`config.mk`:
```
export PLATFORM = sky130hd
export DESIGN_NAME = gds_ram
export DESIGN_NICKNAME = d
export VERILOG_FILES = /design/src/hw/rtl/gds_ram.sv
export SDC_FILE = /design/constraint.sdc
export NUM_CORES = 2
export LEC_CHECK = 0
export BUFFER_PORTS_ARGS = -buffer_cell sky130_fd_sc_hd__buf_4
export CAP_MARGIN = 20
export CORE_MARGIN = 3
export CORE_UTILIZATION = 60
export DETAILED_ROUTE_END_ITERATION = 10
export PLACE_DENSITY = 0.76
export SYNTH_ARGS = -nofsm -noshare
export SYNTH_HDL_FRONTEND = slang
export SYNTH_SLANG_ARGS = --single-unit
```
`constraint.sdc`:
```
create_clock -name clk -period 4.4 [get_ports clk]
set_input_delay 0.66 -clock clk [delete_from_list [all_inputs] [get_ports clk]]
set_output_delay 0.66 -clock clk [all_outputs]
set_load 0.1 [all_outputs]
```
`src/hw/rtl/gds_ram.sv`:
```
`timescale 1ns / 1ps
// Generic single-port-write, single-port-read RAM with registered read data.
module gds_ram #(
  parameter int WIDTH = 16,
  parameter int DEPTH = 128
) (
  input  logic                     clk,
  input  logic                     wr_en,
  input  logic [$clog2(DEPTH)-1:0] wr_addr,
  input  logic [WIDTH-1:0]         wr_data,
  input  logic                     rd_en,
  input  logic [$clog2(DEPTH)-1:0] rd_addr,
  output logic [WIDTH-1:0]         rd_data
);

  logic [WIDTH-1:0] mem_r [DEPTH];
  logic [WIDTH-1:0] rd_data_r;

  always_ff @(posedge clk) begin
    if (wr_en) begin
      mem_r[wr_addr] <= wr_data;
    end
    if (rd_en) begin
      rd_data_r <= mem_r[rd_addr];
    end
  end

  assign rd_data = rd_data_r;

endmodule

```
# ---- After elaboration in Yosys (flattened, before gate mapping)
# Memory sizes are Yosys's and may differ from the RTL's. A register that Yosys moved wholly into a read port is not among the register bits.
# Index checks and enable logic that the tools add are counted.
# Widths: inputs -> output; s select.
dict set report op_classes {
  add_sub_neg 0
  multipliers 0
  div_mod_pow 0
  magnitude_cmp 0
  n_eq_ne 0
  n_shift 0
  muxes 2
  bitwise_logic 0
  reduce_logical 0
}
# cell count
set op_table {}
lappend op_table {{$mux 1} 2}
dict set report word_totals {
  regBits 0
  latchBits 0
  ramBits 2048
  rom_bits 0
  out_inout_bits 16
  elab_cells 3
  n_memories 1
}
# memory depth width read_ports rd_ports_with_merged_regs wr line_no
set memory_table {}
lappend memory_table {mem_r 128 16 1 1 1 16} ;# logic [WIDTH-1:0] mem_r [DEPTH];

# ---- Depth between registers and ports, before layout
dict set report logic_depth {
  depth_word 2
  ltp_mapped 7
  ltp_nobuf 4
}

# ---- Least setup slack after synthesis
# Ideal clock, no wire load.
dict set report synth_timing {
  path_type {input-to-reg}
  from {input port rd_addr[0]}
  to {register rd_data_r[0], in the netlist rd_data[0] (read register of mem_r) (data pin)}
  setup_time_ps 260
  arrival_ps 3035
  t_required_ps 4140
  setup_slack_ps 1106
  stages 6
  cell_sequence {buf_2 > buf_1 > mux4_2 > mux4_2 > mux4_2 > mux2_2}
}
# element line_no
set synth_lines {}
lappend synth_lines {{start: declaration} 12} ;# input logic [$clog2(DEPTH)-1:0] rd_addr,
lappend synth_lines {{end: declaration} 17} ;# logic [WIDTH-1:0] rd_data_r;

==> summary.json <==
{
  "outcome": {
    "run_status": "complete, no violations"
  },
  "synth": {
    "synth_cell_types": 16,
    "synth.ff_latch_count": 2064,
    "gate_count_of_the_mapped_netlist": 3086,
    "syn_area_um2": 78680,
    "net_count_of_the_mapped_netlist": 3119,
    "yosys_warnings": 0,
    "post_synth.cell_area_avg_um2": 25.50,
    "synth.yosys.seq_area_share_pct": 78.77
  },
  "sta": {
    "clock-skew-final_ns": 0.03793,
    "fin_tns_setup_ns": 0,
    "max_freq_ghz": 0.3310,
    "relSlewSlack_pct": 19.70,
    "worst_slew_pin_slew_ns": 1.204,
    "rsz_0062_raised_after_global_routing": "no",
    "timing.final.crit_period_ns": 3.021,
    "hold-worst-slack_ns": 0.2356,
    "timing.final.setup_violations": 0,
    "report.final.slew_viol_count": 0,
    "final_min_period_over_clock_period_pct": 68.66,
    "hold_viol": 0
  },
  "grt": {
    "globalRouteMet1Util_pct": 43.66,
    "grt_pass1_vias": 38190,
    "use_met3_pct": 9.345,
    "gr-usage-all-layers_pct": 31.37,
    "maximum_number_of_pins_on_one_net_before_global_route_repair": 102,
    "wire_length_of_the_first_global_routing_pass_um": 295200,
    "grt.met2_usage_pct": 48.81,
    "grt.overflow.total": 0,
    "initial_antenna_violation_count": 26,
    "top_usage_layer": "met2"
  },
  "drt": {
    "drc": 0,
    "drt_iter0_drc": 6454,
    "drt-pass1-iter-count": 6,
    "route.detailed.wl_per_inst_um": 38.98,
    "route.final.wire_length_um": 207200,
    "post_detailed_route_count_of_antenna_violating_nets": 0,
    "via_count": 37600,
    "vias_per_cell": 7.074
  },
  "worst_hold_path": {
    "hold_path_depth": 1,
    "hp-class": "input port to flip-flop",
    "holdCritStartpoint": "wr_data[3]"
  },
  "power_and_ir_drop": {
    "max-vdd-ir-drop_mv": 0.4006,
    "leakagePower_nw": 27.70,
    "power_per_cell_area_nw_per_um2": 456.9
  },
  "critical_path": {
    "reg2regPathDepth": 4,
    "worst_r2r_startpoint": "mem_r[19][13]$_DFFE_PP_",
    "critical_path_arrival_ns": 3.59,
    "timing.setup.critical_path_class": "input port to flip-flop",
    "crit_required_ns": 4.97,
    "crit_path_end_kind": "flip-flop",
    "critPathMaxFanout": 24,
    "cp-start-kind": "input port",
    "critPathLaunch": "rd_addr[0]"
  },
  "clock_network": {
    "post_cts_buffers": 0,
    "clock-sinks": 2064,
    "cts_tree": "yes",
    "cts-hold-fix-buffers": 0,
    "path_clk_slew_ns": 0.07,
    "cts_resized": 0,
    "cts-htree-levels": 4,
    "insertion_delay_ns": 0.86,
    "cts-root-to-sink-buffers": 3,
    "cts_root_buffer": "clkbuf_16",
    "cts_made_buffers": 195
  },
  "cells_and_area": {
    "drive_above_1_share_pct": 35.17,
    "layout.cells.most_common_list": "2064 x edfxtp_1, 672 x mux4_2, 240 x buf_4",
    "synthToLayoutAreaGrowth_pct": 13.27,
    "nets": 3431,
    "finish.instance_area_um2": 89120,
    "most_common_cell_after_layout_fill_and_taps_aside": "edfxtp_1",
    "filler_cell_count": 7309
  },
  "die": {
    "core_um2": 129800,
    "die_w_um": 368.1,
    "design.die.area_um2": 135500,
    "die_h_um": 368.1,
    "initial_core_util_pct": 60.61,
    "rows": 132,
    "floorplan.io_pins": 49
  },
  "place": {
    "port-buffer-count": 48,
    "dpl-instance-area_um2": 82780,
    "placed_wire_length_estimate_after_detailed_placement_um": 111800,
    "routabilityCongestion": 0.8292
  },
  "flow_run": {
    "maxCapViolations": 0
  }
}
[critical path, cell delays in order]
cell and delay, ns:
buf_8 0.32, buf_12 0.22, buf_4 0.33, mux4_2 0.61
mux4_2 0.62, mux4_2 0.48, mux2_2 0.29
[power breakdown]
part	switching, mW	internal [mW]	leakage (nW)
combinational	1.37	0.847	6.08
clock	7.35	9.35	3.05
sequential	0.0707	21.7	18.6
[registers in the layout (all words and copies together) (netlist names)]
name and count:
mem_r 2048, rd_data 16
[layer usage]
| metal | wire length, µm | up-vias | share of wire (%) |
|---|---|---|---|
| li1 | - | 14130 | - |
| met1 | 70620 | 19980 | 34 |
| met2 | 101100 | 2993 | 49 |
| met3 | 27890 | 475 | 13 |
| met4 | 7333 | 26 | 3.5 |
| met5 | 185 | - | 0.089 |
[cells by family (layout without fill, tap and decap cells)]
kind of cell,count (synthesis),count (layout),share of synthesized area [%]
flops,2064,2064,78.77
mux,688,688,19.46
simple gates,170,170,0.8857
buf+inv,164,641,0.8794
other cells,0,10,0
[worst paths after layout]
kind / end / slack (ns)
worst max-delay path: rd_data[8]$_DFFE_PP_ / 1.38
worst min-delay path: mem_r[6][3]$_DFFE_PP_ / 0.24
worst max register to register: rd_data[13]$_DFFE_PP_ / 1.68
worst min register to register: rd_data[8]$_DFFE_PP_ / 1.25
[per-stage QoR]
stage / total power, mW / setup WS [ns] / util, % / instances
4_1_cts: 40.86 / 1.425 / 68.64 / 5305
5_1_grt: 41.64 / 1.337 / 68.64 / 5306
6_report: 40.72 / 1.379 / 68.66 / 5315
2_1_floorplan: 23.36 / 1.106 / - / 3086
3_5_place_dp: 24.37 / 0.5424 / 63.77 / 4943
3_3_place_gp: 24.30 / 0.5386 / 63.77 / 4943
[layout make-up]
| cell class | count | area [µm²] | share of cell area, % |
|---|---|---|---|
| Sequential cell | 2064 | 61980 | 69.54 |
| Multi-Input combinational cell | 858 | 16060 | 18.02 |
| Clock buffer | 245 | 5110 | 5.733 |
| Timing Repair Buffer | 279 | 2559 | 2.871 |
| Tap cell | 1742 | 2180 | 2.446 |
| Clock inverter | 117 | 1209 | 1.356 |
| Antenna cell | 10 | 25.02 | 0.02808 |
[synth_stat cells]
| cell | instances | area (µm²) |
|---|---|---|
| nor3_1 | 9 | 45.04 |
| mux2_2 | 16 | 180.2 |
| buf_6 | 1 | 11.26 |
| buf_2 | 52 | 260.3 |
| nor2_1 | 122 | 457.9 |
| nor2b_1 | 7 | 43.79 |
| clkbuf_1 | 82 | 307.8 |
| nand3_1 | 12 | 60.06 |
| nand2_1 | 14 | 52.55 |
| nand4_1 | 3 | 18.77 |
| buf_4 | 1 | 7.510 |
| nand2b_1 | 2 | 12.51 |
| buf_1 | 28 | 105.1 |
| or3_1 | 1 | 6.260 |
| edfxtp_1 | 2064 | 61980 |
| mux4_2 | 672 | 15130 |
No activity file was read; power rests on OpenSTA's default activity.
