### config.mk
export PLATFORM = sky130hd
export DESIGN_NAME = gds_sobel
export DESIGN_NICKNAME = d
export VERILOG_FILES = /design/src/hw/rtl/gds_pkg.sv /design/src/hw/rtl/gds_sobel.sv
export SDC_FILE = /design/constraint.sdc
export NUM_CORES = 1
export LEC_CHECK = 0
export BUFFER_PORTS_ARGS = -buffer_cell sky130_fd_sc_hd__clkbuf_2
export CAP_MARGIN = 20
export CORE_MARGIN = 2
export CORE_UTILIZATION = 52
export CTS_BUF_LIST = sky130_fd_sc_hd__clkbuf_4 sky130_fd_sc_hd__clkbuf_8
export DETAILED_ROUTE_END_ITERATION = 8
export PLACE_DENSITY = 0.8
export SYNTH_ARGS = -nofsm -noshare
export SYNTH_HDL_FRONTEND = slang
export SYNTH_SLANG_ARGS = --single-unit
export TNS_END_PERCENT = 1
### constraint.sdc
create_clock -name clk -period 3.65 [get_ports clk]
set_clock_uncertainty 0.05 [all_clocks]
set_input_delay 0.73 -clock clk [delete_from_list [all_inputs] [get_ports clk]]
set_output_delay 0.73 -clock clk [all_outputs]
set_load 0.03 [all_outputs]
### src/hw/rtl/gds_pkg.sv
`timescale 1ns / 1ps
// Shared types, constants and the shade lookup of the gray Sobel shader.
package gds_pkg;

  localparam int HEIGHT_LIMIT  = 256;
  localparam int SIZE_FLOOR    = 6;
  localparam int SIZE_RESET    = 32;
  localparam int LEVEL_SHIFT   = 6;
  localparam int SHADE_ENTRIES = 16;

  // result queue
  localparam int FIFO_DEPTH = 4;
  localparam int CNT_W      = $clog2(FIFO_DEPTH + 1);
  localparam int PTR_W      = $clog2(FIFO_DEPTH);

  // configuration register indexes
  localparam logic CFG_FRAME_WIDTH  = 1'b0;
  localparam logic CFG_FRAME_HEIGHT = 1'b1;

  // ASCII codes
  localparam logic [6:0] CHAR_SPACE = 7'h20;
  localparam logic [6:0] CHAR_AT    = 7'h40;
  localparam logic [6:0] CHAR_UNDER = 7'h5F;

  typedef logic [7:0] gray_t;

  // one column of the window, top to bottom
  typedef struct packed {
    gray_t top;
    gray_t mid;
    gray_t bot;
  } gcol_t;

  typedef struct packed {
    logic  valid;
    logic  last;
    gcol_t left;
    gcol_t centre;
    gcol_t right;
  } win_t;

  typedef struct packed {
    logic       last;
    logic [4:0] level;
    logic [6:0] shade;
  } shade_t;

  typedef struct packed {
    logic   valid;
    shade_t data;
  } res_t;

  function automatic logic [6:0] shade_of(input logic [4:0] level);
    logic [6:0] code;
    unique case (level)
      5'd2:    code = 7'h2E; // '.'
      5'd3:    code = 7'h2D; // '-'
      5'd4:    code = 7'h3A; // ':'
      5'd5:    code = 7'h30; // '0'
      5'd6:    code = 7'h2B; // '+'
      5'd7:    code = 7'h30; // '0'
      5'd8:    code = 7'h78; // 'x'
      5'd9:    code = 7'h79; // 'y'
      5'd10:   code = 7'h6F; // 'o'
      5'd11:   code = 7'h41; // 'A'
      5'd12:   code = 7'h23; // '#'
      5'd13:   code = 7'h24; // '$'
      5'd14:   code = 7'h25; // '%'
      5'd15:   code = CHAR_AT;
      5'd16:   code = CHAR_UNDER;
      default: code = CHAR_SPACE;
    endcase
    return code;
  endfunction

endpackage

### src/hw/rtl/gds_sobel.sv
`timescale 1ns / 1ps
// Two-stage Sobel L1 magnitude with shade lookup.
module gds_sobel import gds_pkg::*; (
  input  logic clk,
  input  logic rst_n,
  input  win_t win_i,
  output res_t res_o
);

  logic [9:0]         lsum, rsum, tsum, bsum;
  logic signed [10:0] gx_nxt, gy_nxt;
  logic signed [10:0] gx_r, gy_r;
  logic               v_r, last_r;
  logic [10:0]        ax, ay, mag;
  logic [4:0]         level;
  res_t               res_r;

  // column and row weighted sums
  always_comb begin
    lsum = 10'(win_i.left.top) + {1'b0, win_i.left.mid, 1'b0} + 10'(win_i.left.bot);
    rsum = 10'(win_i.right.top) + {1'b0, win_i.right.mid, 1'b0} + 10'(win_i.right.bot);
    tsum = 10'(win_i.left.top) + {1'b0, win_i.centre.top, 1'b0} + 10'(win_i.right.top);
    bsum = 10'(win_i.left.bot) + {1'b0, win_i.centre.bot, 1'b0} + 10'(win_i.right.bot);
    gx_nxt = $signed({1'b0, lsum}) - $signed({1'b0, rsum});
    gy_nxt = $signed({1'b0, tsum}) - $signed({1'b0, bsum});
  end

  always_ff @(posedge clk) begin
    if (!rst_n) begin
      v_r <= 1'b0;
    end else begin
      v_r <= win_i.valid;
    end
  end

  always_ff @(posedge clk) begin
    gx_r   <= gx_nxt;
    gy_r   <= gy_nxt;
    last_r <= win_i.last;
  end

  always_comb begin
    ax    = gx_r[10] ? 11'(-gx_r) : 11'(gx_r);
    ay    = gy_r[10] ? 11'(-gy_r) : 11'(gy_r);
    mag   = ax + ay;
    level = 5'(mag >> LEVEL_SHIFT);
  end

  always_ff @(posedge clk) begin
    if (!rst_n) begin
      res_r.valid <= 1'b0;
    end else begin
      res_r.valid <= v_r;
    end
  end

  always_ff @(posedge clk) begin
    res_r.data.last  <= last_r;
    res_r.data.level <= level;
    res_r.data.shade <= shade_of(level);
  end

  assign res_o = res_r;

endmodule

; ---- After elaboration in Yosys (flattened, before gate mapping)
; Memory sizes are Yosys's and may differ from the RTL's. A register that Yosys moved wholly into a read port is not among the register bits.
; Index checks and enable logic that the tools add are counted.
[totals]
mem_bits_ro = 224
mem_bits_rw = 0
elab_cells = 23
out_inout_bits = 14
latchBits = 0
memories = 1
reg_bits = 31
[memory_table]
columns = memory, words, word_bits, rd, rd_ports_with_merged_regs, wr, line_no
row1 = (no name shown), 32, 7, 1, 1, 0, gds_pkg.sv:55  ; unique case (level)
[op_classes]
n_bitwise = 0
n_eq_ne = 0
n_lt_le_gt_ge = 0
reduce_logical = 0
add_sub_neg = 13
mux = 2
div = 0
n_mul = 0
n_shift = 0
[ops]
columns = cell, count
row1 = $add 10x8->10, 4
row2 = $add 8x9->10, 4
row3 = $mux 11, 2
row4 = $neg 11->11, 2
row5 = $sub 10x10->11, 2
row6 = $add 11x11->11, 1

; ---- Logic depth before layout (Yosys ltp)
; Gate-level depths: netlist of run 1.
[logic_depth]
depth_word = 3
ltp_mapped = 18

; ---- Least setup slack after synthesis of run 1
; No wires, ideal clock.
[synth_timing]
kind = input -> register
start = input port win_i[2] (netlist name)
end = register gy_r[10]
path_slack_ns = -0.307
n_path_buf = 0
t_arrival_ns = 3.838
path_stages = 14
setup_time_ns = 0.070
cell_sequence = inv_1 -> fa_1 -> fa_1 -> inv_1 -> fa_1 -> inv_1 -> ha_1 -> a21o_1 -> a21oi_1 -> o21bai_1 -> a21oi_1 -> o21ai_0 -> a21o_1 -> a21oi_1
[synth_via]
elab_chain_cells = 2
[synth_lines]
columns = item, line_no
row1 = "start, declared", gds_sobel.sv:6  ; input win_t win_i,
row2 = $add 10x8->10, gds_sobel.sv:23  ; bsum = 10'(win_i.left.bot) + {1'b0, win_i.centre.bot, 1'b0} + 10'(win_i.right.bot);
row3 = $sub 10x10->11, gds_sobel.sv:25  ; gy_nxt = $signed({1'b0, tsum}) - $signed({1'b0, bsum});
row4 = named net gy_nxt[10], gds_sobel.sv:11  ; logic signed [10:0] gx_nxt, gy_nxt;
row5 = "end signal, assigned", gds_sobel.sv:38  ; gy_r <= gy_nxt;
row6 = "end, declared", gds_sobel.sv:12  ; logic signed [10:0] gx_r, gy_r;
; The timed path passes the listed nets, and every way through them passes these cells.
; A chain may end at the register's enable or synchronous reset.

; ---- Worst setup path after layout of run 1
[layout_timing]
start = input port win_i[41] (netlist name)
end = register gy_r[10]
[layout_via]
elab_chain_cells = 3
[layout_lines]
columns = item, line_no
row1 = $add 8x9->10, gds_sobel.sv:22  ; tsum = 10'(win_i.left.top) + {1'b0, win_i.centre.top, 1'b0} + 10'(win_i.right.top);
row2 = $add 10x8->10, gds_sobel.sv:22
row3 = $sub 10x10->11, gds_sobel.sv:25
row4 = named net gy_nxt[10], gds_sobel.sv:11
; The timed path passes the listed nets, and every way through them passes these cells.

==> flow_metrics.py, run 1 <==
metrics = {
    "global_route": {
        "grt_max_degree": 12,
        "grt_pass1_vias": 3559,
        "antenna_found_initial": 0,
        "grt_pass1_wl_um": 14300,
        "grtUsageTotal_pct": 20.0,
        "grt-ovfl-total": 0,
    },
    "synthesis": {
        "yosys-top-cells-count": "145 x inv_1, 62 x fa_1, 39 x ha_1",
        "synthAdderAreaFrac_pct": 40.7,
        "muxShareOfSynthArea_pct": 0.500,
        "synth_fp_nets": 634,
        "synthArstFlopShare_pct": 0,
        "synth_simple_gate_area_share_pct": 6.56,
        "ys_types": 53,
        "synth_warnings": 0,
        "synth-compound-area-share_pct": 11.7,
        "yosys.area.top_type": "fa_1",
        "synth_area_leaders": "fa_1 29%, dfxtp_1 18%, inv_1 13%",
        "synth_xor_area_share_pct": 8.65,
        "synthMostInstantiatedCell": "inv_1",
        "ys_ff_latch": 38,
        "synth_edf_count": 0,
        "ys_seq_area_share_pct": 17.9,
        "avgSynthCellArea_um2": 9.30,
        "synth_top_family_by_area": "adder cells",
        "synthCells": 457,
        "netlist_area_um2": 4250,
        "ys_dominant_reg_cell": "dfxtp_1",
        "yosysTopAreaCellShare_pct": 29.2,
    },
    "worst_hold_path": {
        "holdPathStages": 0,
        "hold_start": "last_r",
        "worstHoldEndpoint": "res_o[12]",
        "min-delay-path-class": "flip-flop to flip-flop",
    },
    "clock_network": {
        "numCtsBuffers": 5,
        "cts_root_buffer": "clkbuf_8",
        "htreeDepth": 2,
        "clock-sinks": 38,
        "insertion_delay_ns": 0.29,
        "clock_path_buffers": 2,
        "cts_tree": "yes",
        "cts.clk_slew.worst_paths_ns": 0.07,
    },
    "sta": {
        "setup_viol": 0,
        "final_max_slew_viol_count": 0,
        "setup_tns_ns": 0,
        "rsz0062_at_grt": "yes",
        "final_hold_viol_count": 0,
        "worstMarginPinSlew_ns": 0.532,
        "max_freq_mhz": 275,
        "fin_crit_sh_pct": 99.8,
        "min_period_ns": 3.64,
        "slew_headroom_pct": 64.1,
    },
    "job": {
        "maxCapViolCount": 0,
    },
    "cells_and_area": {
        "regArea_um2": 761,
        "fillers": 598,
        "antenna_cells": 0,
        "layout-drive-gt1-share_pct": 33.0,
        "num-nets-final": 755,
        "syn_to_final_growth_pct": 25.8,
        "multi_input_area_um2": 3090,
    },
    "setup_path": {
        "required_ns": 3.83,
        "critPathArrivalTime_ns": 3.82,
        "worstReg2RegEnd": "res_o[2]",
        "timing.rr.start": "gx_r[0]",
        "cp-end-kind": "flip-flop",
        "reg2regPathDepth": 16,
        "crit_buf_inv": 3,
        "crit_fanout": 2,
        "criticalPathCategory": "input port to flip-flop",
        "crit_path_start_kind": "input port",
        "critical_path.max_stage_delay_ns": 0.55,
        "path_cells": "clkbuf_2, fa_1, fa_1, inv_2, fa_1, inv_1, ha_1, a21o_1, a21oi_2, o21bai_1, a21oi_2, o21ai_2, a21o_1, a21oi_2",
        "critical_path.top_delay_family": "adder cells",
        "ff2ff_setup_slack_ns": 0.07,
        "cpMaxStageDelayCell": "fa_1",
    },
    "die": {
        "die_area_um2": 8910,
        "start_util_pct": 54.4,
        "num_rows": 32,
        "die_w_um": 94.4,
        "die_h_um": 94.4,
        "core_um2": 7810,
        "num_io_pins": 90,
    },
    "place": {
        "gp_congestion": 0.846,
        "io_buffers": 81,
        "hpwl_um": 6800,
    },
    "routing": {
        "firstDrtPassIters": 4,
        "drc": 0,
        "drtIter0Drc": 126,
        "ant_nets": 0,
        "routedWlPerCell_um": 12.1,
        "vias": 3335,
        "drt_wl_total_um": 8260,
        "routed_via_density": 4.90,
    },
    "outcome": {
        "status": "completed",
    },
}
[repair_timing]
action,4_1_cts,5_1_grt
setup endpoints to repair,3,16
buffers inserted,1,9
pin swaps,11,41
gates resized for setup,5,52
cloned,0,0
hold buffers,0,0
[logic make-up after synthesis]
group,count (synthesis)
AOI/OAI and AO/OA,76
xor gates and xnor gates,36
adders and majority gates,101
buffers and inverters,152
DFF,38
muxes,2
and+or+nand+nor,52
[metrics by stage]
step | utilization, % | instance area (um^2) | setup slack [ns] | std cells | hold WS [ns]
after floorplan | - | 4300 | -0.0296 | 457 | 0.260
after global placement | 64.2 | 5010 | -0.287 | 664 | 0.260
after detailed placement | 64.2 | 5010 | -0.333 | 664 | 0.268
after CTS | 65.6 | 5120 | -0.00720 | 673 | 0.285
after global routing | 68.5 | 5350 | -0.125 | 681 | 0.296
final | 68.5 | 5350 | 0.00834 | 681 | 0.282
[worst reg2reg max path: stages (launching register included)]
cell and delay [ns]:
dfxtp_1 0.36, inv_1 0.07, ha_1 0.13, or3b_1 0.39
or2_1 0.29, o21ai_1 0.16, xnor2_1 0.19, ha_4 0.28
a221oi_1 0.29, nor2_1 0.08, nor3_2 0.15, a21o_1 0.20
buf_4 0.15, ha_1 0.22, mux2_1 0.29, nand2_1 0.08
a31oi_1 0.08
[worst max path at each step]
stage | from | to | slack, ns | cells past startpoint
finish | win_i[41] | gy_r[10] | 0.008 | 14
global route | win_i[41] | gy_r[10] | -0.13 | 14
CTS | win_i[16] | gx_r[9] | -0.007 | 17
detailed placement | win_i[50] | gy_r[9] | -0.33 | 15
global placement | win_i[50] | gy_r[9] | -0.29 | 15
floorplan | win_i[48] | gx_r[9] | -0.03 | 17
[flip-flops by register name (all words and copies together) (netlist names)]
register,count
res_o,14
gx_r,11
gy_r,11
last_r,1
v_r,1
[metal layers]
layer	wire (um)	global-route usage (%)	part of all wire, %	vias up
li1	-	-	-	1640
met1	3280	22.5	40	1590
met2	4470	39.1	54	83
met3	340	2.87	4.1	22
met4	176	5.07	2.1	0
met5	0	0	0	-
[placed cells by master (no fill, tap or decap), types with 5 or more instances in the layout]
cell	count
o21ai_0	6
nor3_1	5
a21oi_2	13
o21ai_1	5
ha_1	32
a21oi_1	8
nand3_1	5
buf_4	38
fa_1	58
a31oi_1	7
inv_1	130
xor2_1	5
clkbuf_8	6
clkbuf_2	77
nand2_1	19
dfxtp_1	38
nor2_1	6
a21o_1	7
inv_2	15
xnor2_1	26
[layout make-up]
| cell class | count | share of cell area [%] |
|---|---|---|
| Inverter | 147 | 10.4 |
| Clock buffer | 7 | 1.68 |
| Timing Repair Buffer | 119 | 13.5 |
| Tap cell | 102 | 2.39 |
| Sequential cell | 38 | 14.2 |
| Clock inverter | 1 | 0.0936 |
| Multi-Input combinational cell | 267 | 57.7 |
Power of run 1 is left out: the tool's default activity adds up to more than one toggle a clock period on the data nets, which glitch-free logic cannot reach.
==> run 2, diff against run 1 <==
- PLACE_DENSITY: 0.8 -> not set
- PLACE_DENSITY_LB_ADDON: not set -> 0.25
==> run 2 against run 1 <==
Net effect:
- via count down 3.2%
- highest routed layer unchanged
- sequential cell count unchanged
- final area down 2.0%
- non-clock buffer count down 4
- first-iteration DRC count down 35%
- final cell count down 0.59%
- critical path depth up 1
- register-to-register slack better by 0.06 ns
- routed wire length down 8.7%
- hold slack worse by 0.0036 ns
==> flow_metrics.py, run 2 (same netlist as run 1, synthesis figures left out) <==
metrics = {
    "routing": {
        "vias": 3228,
        "drt_wl_total_um": 7540,
        "routedWlPerCell_um": 11.1,
        "drtIter0Drc": 82,
        "drc": 0,
        "routed_via_density": 4.77,
        "firstDrtPassIters": 4,
        "ant_nets": 0,
    },
    "place": {
        "io_buffers": 81,
        "dpl.cell_count": 664,
        "gp_congestion": 0.857,
        "hpwl_um": 6700,
    },
    "global_route": {
        "grt-ovfl-total": 0,
        "grtUsageTotal_pct": 19.0,
        "grt_max_degree": 12,
        "grt_pass1_vias": 3438,
        "grt_pass1_wl_um": 13800,
        "antenna_found_initial": 0,
    },
    "worst_hold_path": {
        "min-delay-path-class": "flip-flop to flip-flop",
        "hold_start": "last_r",
        "holdPathStages": 0,
        "worstHoldEndpoint": "res_o[12]",
    },
    "outcome": {
        "status": "completed",
    },
    "cells_and_area": {
        "syn_to_final_growth_pct": 23.4,
        "finalNonFillerCells": 677,
        "layout_common_cells": "141 x inv_1, 81 x clkbuf_2, 59 x fa_1, 38 x dfxtp_1, 34 x buf_4",
        "antenna_cells": 0,
        "largest_reg_flops": 14,
        "layout-drive-gt1-share_pct": 29.6,
        "num-nets-final": 751,
        "layout_commonest_cell": "inv_1",
    },
    "clock_network": {
        "htreeDepth": 2,
        "cts_hold_buf": 0,
        "clock-sinks": 38,
        "clock_path_buffers": 2,
        "cts_tree": "yes",
        "cts_root_buffer": "clkbuf_8",
        "numCtsBuffers": 5,
        "insertion_delay_ns": 0.28,
        "cts.clk_slew.worst_paths_ns": 0.07,
    },
    "setup_path": {
        "cpMaxStageDelayCell": "fa_1",
        "criticalPathCategory": "input port to flip-flop",
        "cp_num_cells": 15,
        "worstReg2RegEnd": "res_o[4]",
        "critical_path.top_delay_family": "adder cells",
        "reg2regPathDepth": 16,
        "required_ns": 3.82,
        "critPathArrivalTime_ns": 3.81,
        "path_cells": "clkbuf_2, inv_1, fa_1, fa_1, inv_1, fa_1, buf_4, fa_2, inv_2, a21oi_2, o21bai_1, a21o_1, a21oi_2, o21ai_1, xor2_1",
        "crit_buf_inv": 5,
        "critical_path.max_stage_delay_ns": 0.50,
        "cp-end-kind": "flip-flop",
        "ff2ff_setup_slack_ns": 0.13,
        "cpMostUsedCell": "fa_1",
        "crit_path_start_kind": "input port",
        "crit_fanout": 2,
        "timing.rr.start": "gy_r[1]",
    },
    "sta": {
        "min_period_ns": 3.64,
        "final_hold_viol_count": 0,
        "final_max_slew_viol_count": 0,
        "worstMarginPinSlew_ns": 0.405,
        "rsz0062_at_grt": "yes",
        "setup_viol": 0,
        "max_freq_mhz": 274,
        "slew_headroom_pct": 73.0,
        "fin_crit_sh_pct": 99.8,
    },
    "die": {
        "die_area_um2": 8910,
        "num_io_pins": 90,
        "start_util_pct": 54.4,
        "die_w_um": 94.4,
        "die_h_um": 94.4,
        "core_um2": 7810,
        "num_rows": 32,
    },
    "job": {
        "maxCapViolCount": 0,
    },
}
==> run 2: changes by cell type in the layout (fill, tap and decap cells not counted), moves of 2 or more <==
| cell | previous run | this run |
|---|---|---|
| a21oi_1 | 8 | 10 |
| a21oi_2 | 13 | 11 |
| inv_2 | 15 | 6 |
| clkbuf_8 | 6 | 8 |
| buf_4 | 38 | 34 |
| inv_1 | 130 | 141 |
| buf_6 | 2 | 0 |
| clkbuf_2 | 77 | 81 |
| inv_4 | 2 | 0 |
| buf_8 | 2 | 0 |
==> run 2: how the worst max path moves through the flow <==
| stage | startpoint | endpoint |
|---|---|---|
| after CTS | win_i[48] | gy_r[9] |
| after global routing | win_i[50] | gy_r[9] |
| after global placement | win_i[50] | gy_r[10] |
| final | win_i[50] | gy_r[9] |
| after detailed placement | win_i[50] | gy_r[10] |
| after floorplan | win_i[48] | gx_r[9] |
==> run 2: timing repair <==
action | in CTS | in global routing
gates resized for setup | 5 | 19
buffers inserted | 3 | 2
pin swaps | 16 | 12
setup endpoints to repair | 3 | 16
==> run 2: cell type report <==
type / instances / area, um^2
tap: 102 / 128
inverter: 147 / 552
timing repair buffer: 115 / 661
clock buffer: 8 / 110
fill: 628 / 2560
multi-input combinational: 267 / 3030
sequential: 38 / 761
==> run 2: layer usage <==
layer	wire (um)	global-route usage, %
met1	3170	22.8
met2	4030	36.3
met3	234	2.47
met4	104	4.11
met5	0	0
==> run 2: stage by stage <==
stage / instance area (um^2) / hold slack (ns) / TNS, ns / setup WS, ns / util, %
2_1_floorplan: 4300 / 0.260 / -0.0834 / -0.0296 / -
3_3_place_gp: 5010 / 0.260 / -1.88 / -0.298 / 64.2
3_5_place_dp: 5010 / 0.262 / -2.54 / -0.377 / 64.2
4_1_cts: 5160 / 0.279 / -0.0370 / -0.0254 / 66.0
5_1_grt: 5240 / 0.300 / -0.867 / -0.167 / 67.2
6_report: 5240 / 0.278 / 0 / 0.00590 / 67.2
Power of run 2 is left out for the same reason.
==> run 3, diff against run 2 <==
- RECOVER_POWER: not set -> 25
- TNS_END_PERCENT: 1 -> not set
==> run 3 against run 2 <==
Net effect:
- the run now ends with setup timing left
- hold slack improved by 0.0069 ns
- sequential cell count unchanged
- register-to-register slack improved by 0.04 ns
- non-clock buffer count increased by 15
- via count increased by 2.5%
- sequential share of layout area decreased by 0.53 points
- die area unchanged
- final area increased by 3.8%
- routed wire length increased by 7.1%
- largest cell class unchanged
- highest routed layer unchanged
==> flow_metrics.py, run 3 (same netlist as run 1, synthesis figures left out) <==
metrics = {
    "cells_and_area": {
        "post-route-util_pct": 69.7,
        "multi_input_area_um2": 3110,
        "fillers": 597,
        "largest_reg_flops": 14,
        "syn_to_final_growth_pct": 28.0,
        "layout_common_cells": "134 x inv_1, 71 x clkbuf_2, 58 x fa_1, 45 x buf_4, 38 x dfxtp_1",
        "antenna_cells": 0,
        "num-nets-final": 766,
        "layout-drive-gt1-share_pct": 33.1,
        "layout_commonest_cell": "inv_1",
        "regArea_um2": 761,
    },
    "setup_path": {
        "required_ns": 3.78,
        "ff2ff_setup_slack_ns": 0.17,
        "critPathArrivalTime_ns": 3.79,
        "timing.rr.start": "gy_r[1]",
        "critical_path.top_delay_family": "adder cells",
        "cpMostUsedCell": "fa_1",
        "crit_path_start_kind": "input port",
        "critical_path.max_stage_delay_ns": 0.53,
        "reg2regPathDepth": 15,
        "cpMaxStageDelayCell": "fa_1",
        "worstReg2RegEnd": "res_o[2]",
        "path_cells": "buf_6, buf_6, fa_1, fa_1, inv_1, fa_1, inv_1, ha_1, a21o_1, a21oi_2, o21bai_1, a21oi_2, o21ai_2, buf_4, xor2_1",
        "crit_buf_inv": 5,
        "criticalPathCategory": "input port to flip-flop",
        "crit_fanout": 2,
        "cp-end-kind": "flip-flop",
    },
    "clock_network": {
        "clock-sinks": 38,
        "cts.clk_slew.worst_paths_ns": 0.07,
        "numCtsBuffers": 5,
        "clock_path_buffers": 2,
        "insertion_delay_ns": 0.29,
        "cts_hold_buf": 0,
        "cts_tree": "yes",
        "htreeDepth": 2,
        "cts_root_buffer": "clkbuf_8",
    },
    "routing": {
        "routedWlPerCell_um": 11.7,
        "routed_via_density": 4.78,
        "drtIter0Drc": 82,
        "ant_nets": 0,
        "drc": 0,
        "vias": 3308,
        "firstDrtPassIters": 4,
        "drt_wl_total_um": 8080,
    },
    "sta": {
        "fin_crit_sh_pct": 100,
        "finalWorstSetupSlack_ns": -0.00921,
        "worstMarginPinSlew_ns": 0.478,
        "rsz0062_at_grt": "yes",
        "final_max_slew_viol_count": 0,
        "final_hold_viol_count": 0,
        "setup_viol": 2,
        "min_period_ns": 3.66,
        "slew_headroom_pct": 68.1,
        "max_freq_mhz": 273,
    },
    "worst_hold_path": {
        "worstHoldEndpoint": "res_o[12]",
        "min-delay-path-class": "flip-flop to flip-flop",
        "holdPathStages": 0,
        "hold_start": "last_r",
    },
    "die": {
        "die_area_um2": 8910,
        "core_um2": 7810,
        "num_io_pins": 90,
        "start_util_pct": 54.4,
        "die_h_um": 94.4,
        "num_rows": 32,
        "die_w_um": 94.4,
    },
    "place": {
        "io_buffers": 81,
        "gp_congestion": 0.863,
        "hpwl_um": 6740,
    },
    "outcome": {
        "violations": "setup timing",
        "status": "complete, but fails checks",
    },
    "global_route": {
        "grt-ovfl-total": 0,
        "antenna_found_initial": 0,
        "grt_pass1_wl_um": 14300,
        "grt_max_degree": 12,
        "grt_pass1_vias": 3432,
        "grtUsageTotal_pct": 20.1,
    },
    "job": {
        "maxCapViolCount": 0,
    },
}
==> run 3: cell types whose count changed in the layout (fill, tap and decap cells not counted), moves of 3 or more <==
cell      previous run  this run
buf_4               34        45
clkbuf_2            81        71
buf_6                0         7
clkbuf_1             0         7
inv_1              141       134
inv_2                6        12
xnor2_1             25        22
xnor2_2              3         6
==> run 3: timing repair <==
| item | in CTS | in global routing |
|---|---|---|
| pin swaps | 22 | 39 |
| setup endpoints to repair | 10 | 19 |
| buffers inserted | 15 | 11 |
| cloned | 0 | 0 |
| gates resized for setup | 11 | 39 |
==> run 3: per-stage QoR <==
step	instances	setup slack, ns	cell area [um^2]	hold slack, ns	setup TNS [ns]
after floorplan	457	-0.0280	4310	0.260	-0.0280
after global placement	663	-0.288	5010	0.261	-1.74
after detailed placement	663	-0.355	5010	0.274	-2.59
after CTS	686	0.00185	5240	0.291	0
after global routing	692	-0.113	5440	0.306	-0.553
final	692	-0.00921	5440	0.285	-0.0181
==> run 3: final cells by class <==
| class | count | area share (%) |
|---|---|---|
| Clock buffer | 7 | 1.66 |
| Multi-Input combinational cell | 267 | 57.1 |
| Inverter | 147 | 10.2 |
| Sequential cell | 38 | 14.0 |
| Timing Repair Buffer | 130 | 14.7 |
| Clock inverter | 1 | 0.0920 |
| Tap cell | 102 | 2.35 |
==> run 3: worst max-delay path by stage <==
stage / startpoint / endpoint / slack (ns) / depth (start not counted)
2_1_floorplan: win_i[50] / gy_r[10] / -0.03 / 14
3_3_place_gp: win_i[50] / gy_r[10] / -0.29 / 15
3_5_place_dp: win_i[50] / gx_r[10] / -0.35 / 15
4_1_cts: win_i[25] / gy_r[10] / 0.002 / 15
5_1_grt: win_i[41] / gy_r[9] / -0.11 / 14
6_report: win_i[50] / gx_r[8] / -0.009 / 15
==> run 3: metal layers <==
metal	global-route usage, %	part of all wire, %
met3	2.79	3.2
met5	0	0
met4	4.95	1.1
met1	23.8	41
met2	38.3	55
==> run 3: worst reg2reg max path, delay by kind of cell (launching register included) <==
| kind | cells | cell delay [ns] |
|---|---|---|
| compound gates | 5 | 0.80 |
| xor+xnor | 2 | 0.33 |
| fa+ha+maj | 2 | 0.50 |
| buf+inv | 3 | 0.43 |
| flops | 1 | 0.32 |
| simple gates | 3 | 0.98 |
Power of run 3 is left out for the same reason.
